## config.mk

```make
export PLATFORM = sky130hd
export DESIGN_NAME = bptc_temp
export DESIGN_NICKNAME = d
export VERILOG_FILES = /design/src/rtl/core/bptc_pkg.sv /design/src/rtl/core/bptc_temp.sv
export SDC_FILE = /design/constraint.sdc
export NUM_CORES = 2
export LEC_CHECK = 0
export CORE_MARGIN = 2
export CORE_UTILIZATION = 65
export CTS_BUF_LIST = sky130_fd_sc_hd__clkbuf_4 sky130_fd_sc_hd__clkbuf_8 sky130_fd_sc_hd__clkbuf_16
export CTS_CLUSTER_DIAMETER = 120
export DETAILED_ROUTE_END_ITERATION = 10
export DONT_BUFFER_PORTS = 1
export PLACE_DENSITY = 0.87
export SETUP_SLACK_MARGIN = 0.5
export SLEW_MARGIN = 20
export SYNTH_ARGS = -nofsm -noshare
export SYNTH_HDL_FRONTEND = slang
export SYNTH_SLANG_ARGS = --single-unit
```

## constraint.sdc

```tcl
create_clock -name clock -period 20.6 [get_ports clock]
set_clock_uncertainty 0.15 [all_clocks]
set_input_delay 3.09 -clock clock [delete_from_list [all_inputs] [get_ports clock]]
set_output_delay 3.09 -clock clock [all_outputs]
set_load 0.01 [all_outputs]
```

## src/rtl/core/bptc_pkg.sv

```systemverilog
// ---------------------------------------------------------------------------
// Barometric compensation package
// Shared constants, register codes and word types for the compensation core.
// ---------------------------------------------------------------------------
`timescale 1ns / 1ps
`default_nettype none

package bptc_pkg;

   // Configuration port geometry: 64-bit registers at 8-byte spacing.
   localparam int CSR_DATA_W = 64;
   localparam int CSR_ADDR_W = 5;

   // Compensation constants.
   localparam int TEMP_OFFSET = 128000;
   localparam int PRESS_SCALE = 3125;
   localparam int PRESS_BASE  = 1048576;
   localparam int TERM_BIT    = 47;
   localparam int DIV_SHIFT   = 33;
   localparam int TEMP_ROUND  = 128;

   // Quotient width of the pressure divider.
   localparam int DIV_W = 64;

   // Register codes, index = paddr[4:3].
   typedef enum logic [1:0] {
      REG_TEMP_COEFFS = 2'd0,
      REG_PRESS_LOW   = 2'd1,
      REG_PRESS_HIGH  = 2'd2,
      REG_PRESS_NINTH = 2'd3
   } reg_index_type;

   // Temperature results that ride along with the pressure pipeline.
   typedef struct packed {
      logic signed [31:0] tf;
      logic signed [31:0] tc;
   } side_type;

   // Result word; the low 96 bits map straight onto rsp_tdata.
   typedef struct packed {
      logic        invalid;
      logic [31:0] pres;
      logic [31:0] tf;
      logic [31:0] tc;
   } out_word_type;

endpackage

`default_nettype wire

```

## src/rtl/core/bptc_temp.sv

```systemverilog
// ---------------------------------------------------------------------------
// Temperature stages
// Five pipeline stages that form the fine temperature, the centidegree
// temperature and the pressure offset term x1 = tf - 128000.
// ---------------------------------------------------------------------------
`timescale 1ns / 1ps
`default_nettype none

module bptc_temp (
   input  logic                clock,
   input  logic                reset,
   input  logic                adv,
   input  logic                in_valid,
   input  logic [19:0]         raw_t,
   input  logic [19:0]         raw_p,
   input  logic [15:0]         t1,
   input  logic signed [15:0]  t2,
   input  logic signed [15:0]  t3,
   output logic                out_valid,
   output bptc_pkg::side_type  out_side,
   output logic [25:0]         out_x1,
   output logic [19:0]         out_raw_p
);

   logic [4:0] v_ff;
   logic [4:0] v_in;

   logic signed [17:0] d1_ff, d1_in;
   logic signed [16:0] d2_ff, d2_in;
   logic [19:0]        p1_ff, p2_ff, p3_ff, p4_ff, p5_ff;
   logic signed [33:0] m1_ff, m1_in;
   logic signed [33:0] sq_ff, sq_in;
   logic signed [22:0] v1_ff, v1_in;
   logic signed [37:0] m2_ff, m2_in;
   logic [24:0]        tf_ff, tf_in;
   logic [26:0]        t5_sum;
   logic [31:0]        tc_ff, tc_in;
   logic [25:0]        x1_ff, x1_in;
   logic [31:0]        tfo_ff;

   // Stage arithmetic.
   always_comb begin
      d1_in  = $signed({1'b0, raw_t[19:3]}) - $signed({1'b0, t1, 1'b0});
      d2_in  = $signed({1'b0, raw_t[19:4]}) - $signed({1'b0, t1});
      m1_in  = d1_ff * t2;
      sq_in  = d2_ff * d2_ff;
      v1_in  = m1_ff[33:11];
      m2_in  = $signed(sq_ff[33:12]) * t3;
      tf_in  = {{2{v1_ff[22]}}, v1_ff} + {m2_ff[37], m2_ff[37:14]};
      t5_sum = {tf_ff, 2'b00} + {{2{tf_ff[24]}}, tf_ff} + 27'(bptc_pkg::TEMP_ROUND);
      tc_in  = {{13{t5_sum[26]}}, t5_sum[26:8]};
      x1_in  = {tf_ff[24], tf_ff} - 26'(bptc_pkg::TEMP_OFFSET);
      v_in   = {v_ff[3:0], in_valid};
   end

   // Valid bits.
   always_ff @(posedge clock) begin
      if (reset) begin
         v_ff <= '0;
      end else if (adv) begin
         v_ff <= v_in;
      end
   end

   // Data registers.
   always_ff @(posedge clock) begin
      if (adv) begin
         d1_ff  <= d1_in;
         d2_ff  <= d2_in;
         p1_ff  <= raw_p;
         m1_ff  <= m1_in;
         sq_ff  <= sq_in;
         p2_ff  <= p1_ff;
         v1_ff  <= v1_in;
         m2_ff  <= m2_in;
         p3_ff  <= p2_ff;
         tf_ff  <= tf_in;
         p4_ff  <= p3_ff;
         tc_ff  <= tc_in;
         x1_ff  <= x1_in;
         tfo_ff <= {{7{tf_ff[24]}}, tf_ff};
         p5_ff  <= p4_ff;
      end
   end

   assign out_valid   = v_ff[4];
   assign out_side.tf = tfo_ff;
   assign out_side.tc = tc_ff;
   assign out_x1      = x1_ff;
   assign out_raw_p   = p5_ff;

endmodule

`default_nettype wire

```

; ---- Word-level counts from Yosys, hierarchy flattened
; Index checks and enable logic that the tools add are counted.
[op_classes]
n_mul = 3
addsub = 6
[ops]
columns = operator, count
row1 = 22-bit by 16-bit multiplier with 38-bit output, 1
row2 = 17-bit by 17-bit multiplier with 34-bit output, 1
row3 = 18-bit by 16-bit multiplier with 34-bit output, 1
row4 = 27-bit adder, 1
row5 = "27-bit by 8-bit adder with 27-bit output, second input constant", 1
row6 = "25-bit by 18-bit subtractor with 26-bit output, second input constant", 1
row7 = 23-bit by 24-bit adder with 25-bit output, 1
row8 = 17-bit by 17-bit subtractor with 18-bit output, 1
row9 = 16-bit by 16-bit subtractor with 17-bit output, 1
[word_totals]
in_bits = 92
reg_bits = 364
wordCells = 25
output_inout_bits = 111

; ---- Longest topological paths before layout
[logic_depth]
word_depth = 2
depth_mapped = 25
depth_no_buf = 24

; ---- Worst setup path after synthesis
; OpenSTA, ideal clock, no wires.
[synth_path]
kind = input-to-reg
from = input t3[1]
to = register m2_ff[30] (data pin)
t_required_ns = 20.181
n_path_buf = 1
setup_ns = 0.269
path_slack_ns = 11.493
stages = 22
arrival_time_ns = 8.689
path_cell_list = clkbuf_1 > nand2_1 > fa_1 > inv_1 > fa_1 > inv_1 > fa_1 > inv_1 > fa_1 > fa_1 > inv_1 > fa_1 > inv_1 > ha_1 > o21a_1 > a2111oi_2 > o21ai_2 > a21oi_2 > o21bai_2 > a2111oi_2 > o31ai_1 > xor2_1
[synth_via]
elab_chain_cells = 1
[synth_lines]
columns = item, line_no
row1 = "start, declared", bptc_temp.sv:18  ; input logic signed [15:0] t3,
row2 = 22-bit by 16-bit multiplier with 38-bit output, bptc_temp.sv:48  ; m2_in = $signed(sq_ff[33:12]) * t3;
row3 = named net m2_in[30], bptc_temp.sv:34  ; logic signed [37:0] m2_ff, m2_in;
row4 = "end signal, assigned", bptc_temp.sv:75  ; m2_ff <= m2_in;
row5 = "end, declared", bptc_temp.sv:34
; The timed path passes the listed nets, and every way through them passes these cells.
; A chain may end at the register's enable or synchronous reset.

; ---- Worst setup path in the final report
[layout_path]
from = input t3[15]
to = register m2_ff[37] (data pin)
; Same word-level chain as after synthesis.

==> results.md <==
- Status: finished, final reports clean
- Io pins: just over 200
- Core area: 0.06835 mm²
- Syn avg cell area: approximately 10 µm²
- Final hold violations: 0
- Hold-fix buffers at CTS: 0
- Final design utilization: between 60% and 70%
- Drt total wl: 97,670 µm
- Critical Setup Path Class: in2reg
- Die height: 266.4 µm
- Crit path max fanout: 20
- Max transition margin: between 30% and 40%
- Worst-Skew Late Latency: between 0.6 and 0.7 ns
- Clock buffer depth: 3
- DR iter-0 viols: around 2,200
- Initial antenna violation count: 4
- Antenna-violating nets left: 0
- FF+latch count, synth: 300
- Largest net degree at the start of global routing: between 300 and 400
- RSZ-0062 raised after global routing: no
- Layout net count: around 5,600
- First-pass DRT Iterations: 8
- Clock-pin slew on the worst setup and hold paths: 0.07 ns
- GR Util All Layers: around 29%
- Clk root buf: clkbuf_16
- CTS tree: done
- Die width: 266.4 µm
- Via/cell ratio: roughly 5.7
- CP endpoint kind: flip-flop
- Sum Neg Setup Slack: 0 ns
- Vias in the first global route: roughly 32,000
- Max Fclk: around 110 MHz
- Post-synth EDFFs: 295
- Mapped Area: between 0.04 and 0.05 mm²
- Row count: between 90 and 100
- Ys Warns: 0
- Final Wtd Congestion: approximately 0.95
- Count of different cell masters after synthesis: 73
- Layout cells sized above 1: under 10%
- Async SR Flop Fraction: 0%
- Sinks on Clock Net: 300
- # setup viols final: 0
- DRC: 0
- Post-DP HPWL: 73,850 µm
- Synth Flop Type: edfxtp_1
- Arrival time at the worst endpoint: slightly above 9 ns
- CTS HTree Levels: 1
- Max-slew violation count: 0
- Tightest Pin Transition: around 0.94 ns
- Worst setup SP type: primary input
- Synthesized net count: between 5,000 and 6,000
- Most frequent cells in the layout: 1,137 x inv_1, 908 x fa_1, 479 x nand2_1, 345 x ha_1, 307 x and2_1
- GR Overflow Total: 0
- WL/cell: 19.01 µm
- Syn Inst Count: 4,341
- Final worst path period share: between 40% and 50%
- Vias: about 29,000
- Layout area overhead: 3.785%
- Die area: 0.07097 mm²
- CTS resizes: 0
- First-pass GRT wire length: 161,600 µm
- Starting Density: between 60% and 70%
- Post-CTS setup buffer count: 0
- Worst min-delay path class: reg2reg
- Port bufs: 0
- TritonCTS buffer count: 31
- Seq/Total Area, Yosys: 20.02%
- Final min period: slightly above 9 ns
- Filler cell count: 4,624
- Commonest non-fill, non-tap cell in the layout: inv_1
- Max_cap viols: 0
- Worst Path Required: a little over 20 ns
-- cell families after synthesis --
| family | share of synthesized area [%] |
|---|---|
| simple gates | 11.48 |
| buf+inv | 11.15 |
| fa+ha+maj | 50.26 |
| compound gates | 3.984 |
| flops | 20.02 |
| xor+xnor | 2.955 |
| mux | 0.1593 |
-- worst max-delay path, stage by stage --
cell and delay [ns]:
inv_1 0.62, nor2_1 0.12, fa_1 0.56, fa_1 0.46, fa_1 0.58, fa_1 0.46, fa_1 0.49, inv_1 0.05
fa_1 0.48, inv_1 0.04, ha_1 0.32, nand2_1 0.08, o21ai_1 0.31, o21ai_0 0.19, a21oi_1 0.43, nand4_1 0.24
a31oi_2 0.30, and4_4 0.29, a2111oi_4 0.05, xnor2_1 0.15
-- synth_stat cells (3+ instances only) --
master | n | area [µm²]
a21o_1 | 30 | 225.2
o211ai_1 | 7 | 52.55
nand2_1 | 479 | 1798
o21bai_1 | 10 | 75.07
or2_2 | 7 | 43.79
xor2_1 | 38 | 332.8
nor4_1 | 6 | 37.54
xnor2_1 | 113 | 989.7
inv_1 | 1137 | 4268
nand4_1 | 15 | 93.84
nand2b_1 | 25 | 156.4
nand3b_1 | 4 | 30.03
ha_1 | 345 | 4317
nand3_1 | 18 | 90.09
nor3_1 | 33 | 165.2
o21ai_1 | 4 | 20.02
clkbuf_1 | 132 | 495.5
nor2_1 | 133 | 499.2
buf_4 | 30 | 225.2
edfxtp_1 | 295 | 8859
dfxtp_1 | 5 | 100.1
o21ai_0 | 46 | 230.2
and3_1 | 10 | 62.56
a221o_1 | 3 | 30.03
o31ai_1 | 4 | 30.03
o2111ai_1 | 3 | 26.28
or3_1 | 5 | 31.28
nor2b_1 | 19 | 118.9
fa_1 | 908 | 18180
mux2i_1 | 6 | 60.06
a21boi_0 | 4 | 30.03
o21a_1 | 25 | 187.7
and2_1 | 307 | 1921
a211oi_1 | 5 | 37.54
a311oi_1 | 3 | 26.28
a21oi_1 | 66 | 330.3
a31oi_1 | 11 | 68.82
-- path summary, 6_finish.rpt --
kind / from / slack (ns) / depth (start not counted) / end
worst min-delay path: m1_ff[29]$_DFFE_PP_ / 0.26 / 0 / v1_ff[18]$_DFFE_PP_
worst min register to register: m1_ff[29]$_DFFE_PP_ / 0.26 / 0 / v1_ff[18]$_DFFE_PP_
worst max-delay path: t3[15] / 11.48 / 20 / m2_ff[37]$_DFFE_PP_
worst max register to register: sq_ff[26]$_DFFE_PP_ / 13.34 / 22 / m2_ff[30]$_DFFE_PP_
-- per-stage QoR --
stage                     hold slack (ns)  instance area, µm²  worst slack [ns]  instances
after global routing               0.2720               46450             11.30       5137
after global placement             0.2503               45270             11.14       5078
after detailed placement           0.2545               45270             10.99       5078
after floorplan                    0.2503               44760             11.49       4341
final                              0.2616               46450             11.48       5138
after CTS                          0.2648               46450             11.59       5136
-- flip-flops by register name (all words and copies together) (netlist names) --
register and cells:
out_x1 26, tf_ff 25, m2_ff 24, m1_ff 23, v1_ff 23, sq_ff 22, out_raw_p 20, p1_ff 20
p2_ff 20, p3_ff 20, p4_ff 20, tc_ff 19, d1_ff 18, tfo_ff 15, v_ff 5
-- metal layers --
| layer | up-vias | GRT usage [%] | part of all wire (%) |
|---|---|---|---|
| met1 | 14700 | 36.27 | 36 |
| met2 | 1444 | 49.41 | 49 |
| met3 | 349 | 6.320 | 9.8 |
| met4 | 6 | 12.30 | 4.9 |
| li1 | 12720 | - | - |
| met5 | - | 0 | 0.035 |
-- area by class of cell --
| type | instances | area, µm² | share of cell area [%] |
|---|---|---|---|
| multi-input combinational | 2741 | 30810 | 66.32 |
| sequential | 300 | 8959 | 19.29 |
| inverter | 1137 | 4268 | 9.188 |
| tap | 882 | 1104 | 2.376 |
| clock buffer | 32 | 783.3 | 1.686 |
| clock inverter | 26 | 391.6 | 0.8431 |
| timing repair buffer | 18 | 135.1 | 0.2909 |
| antenna | 2 | 5.005 | 0.01077 |
Power is not shown: default switching activity piles up to over one toggle a cycle in this logic, so the estimate is an artifact.
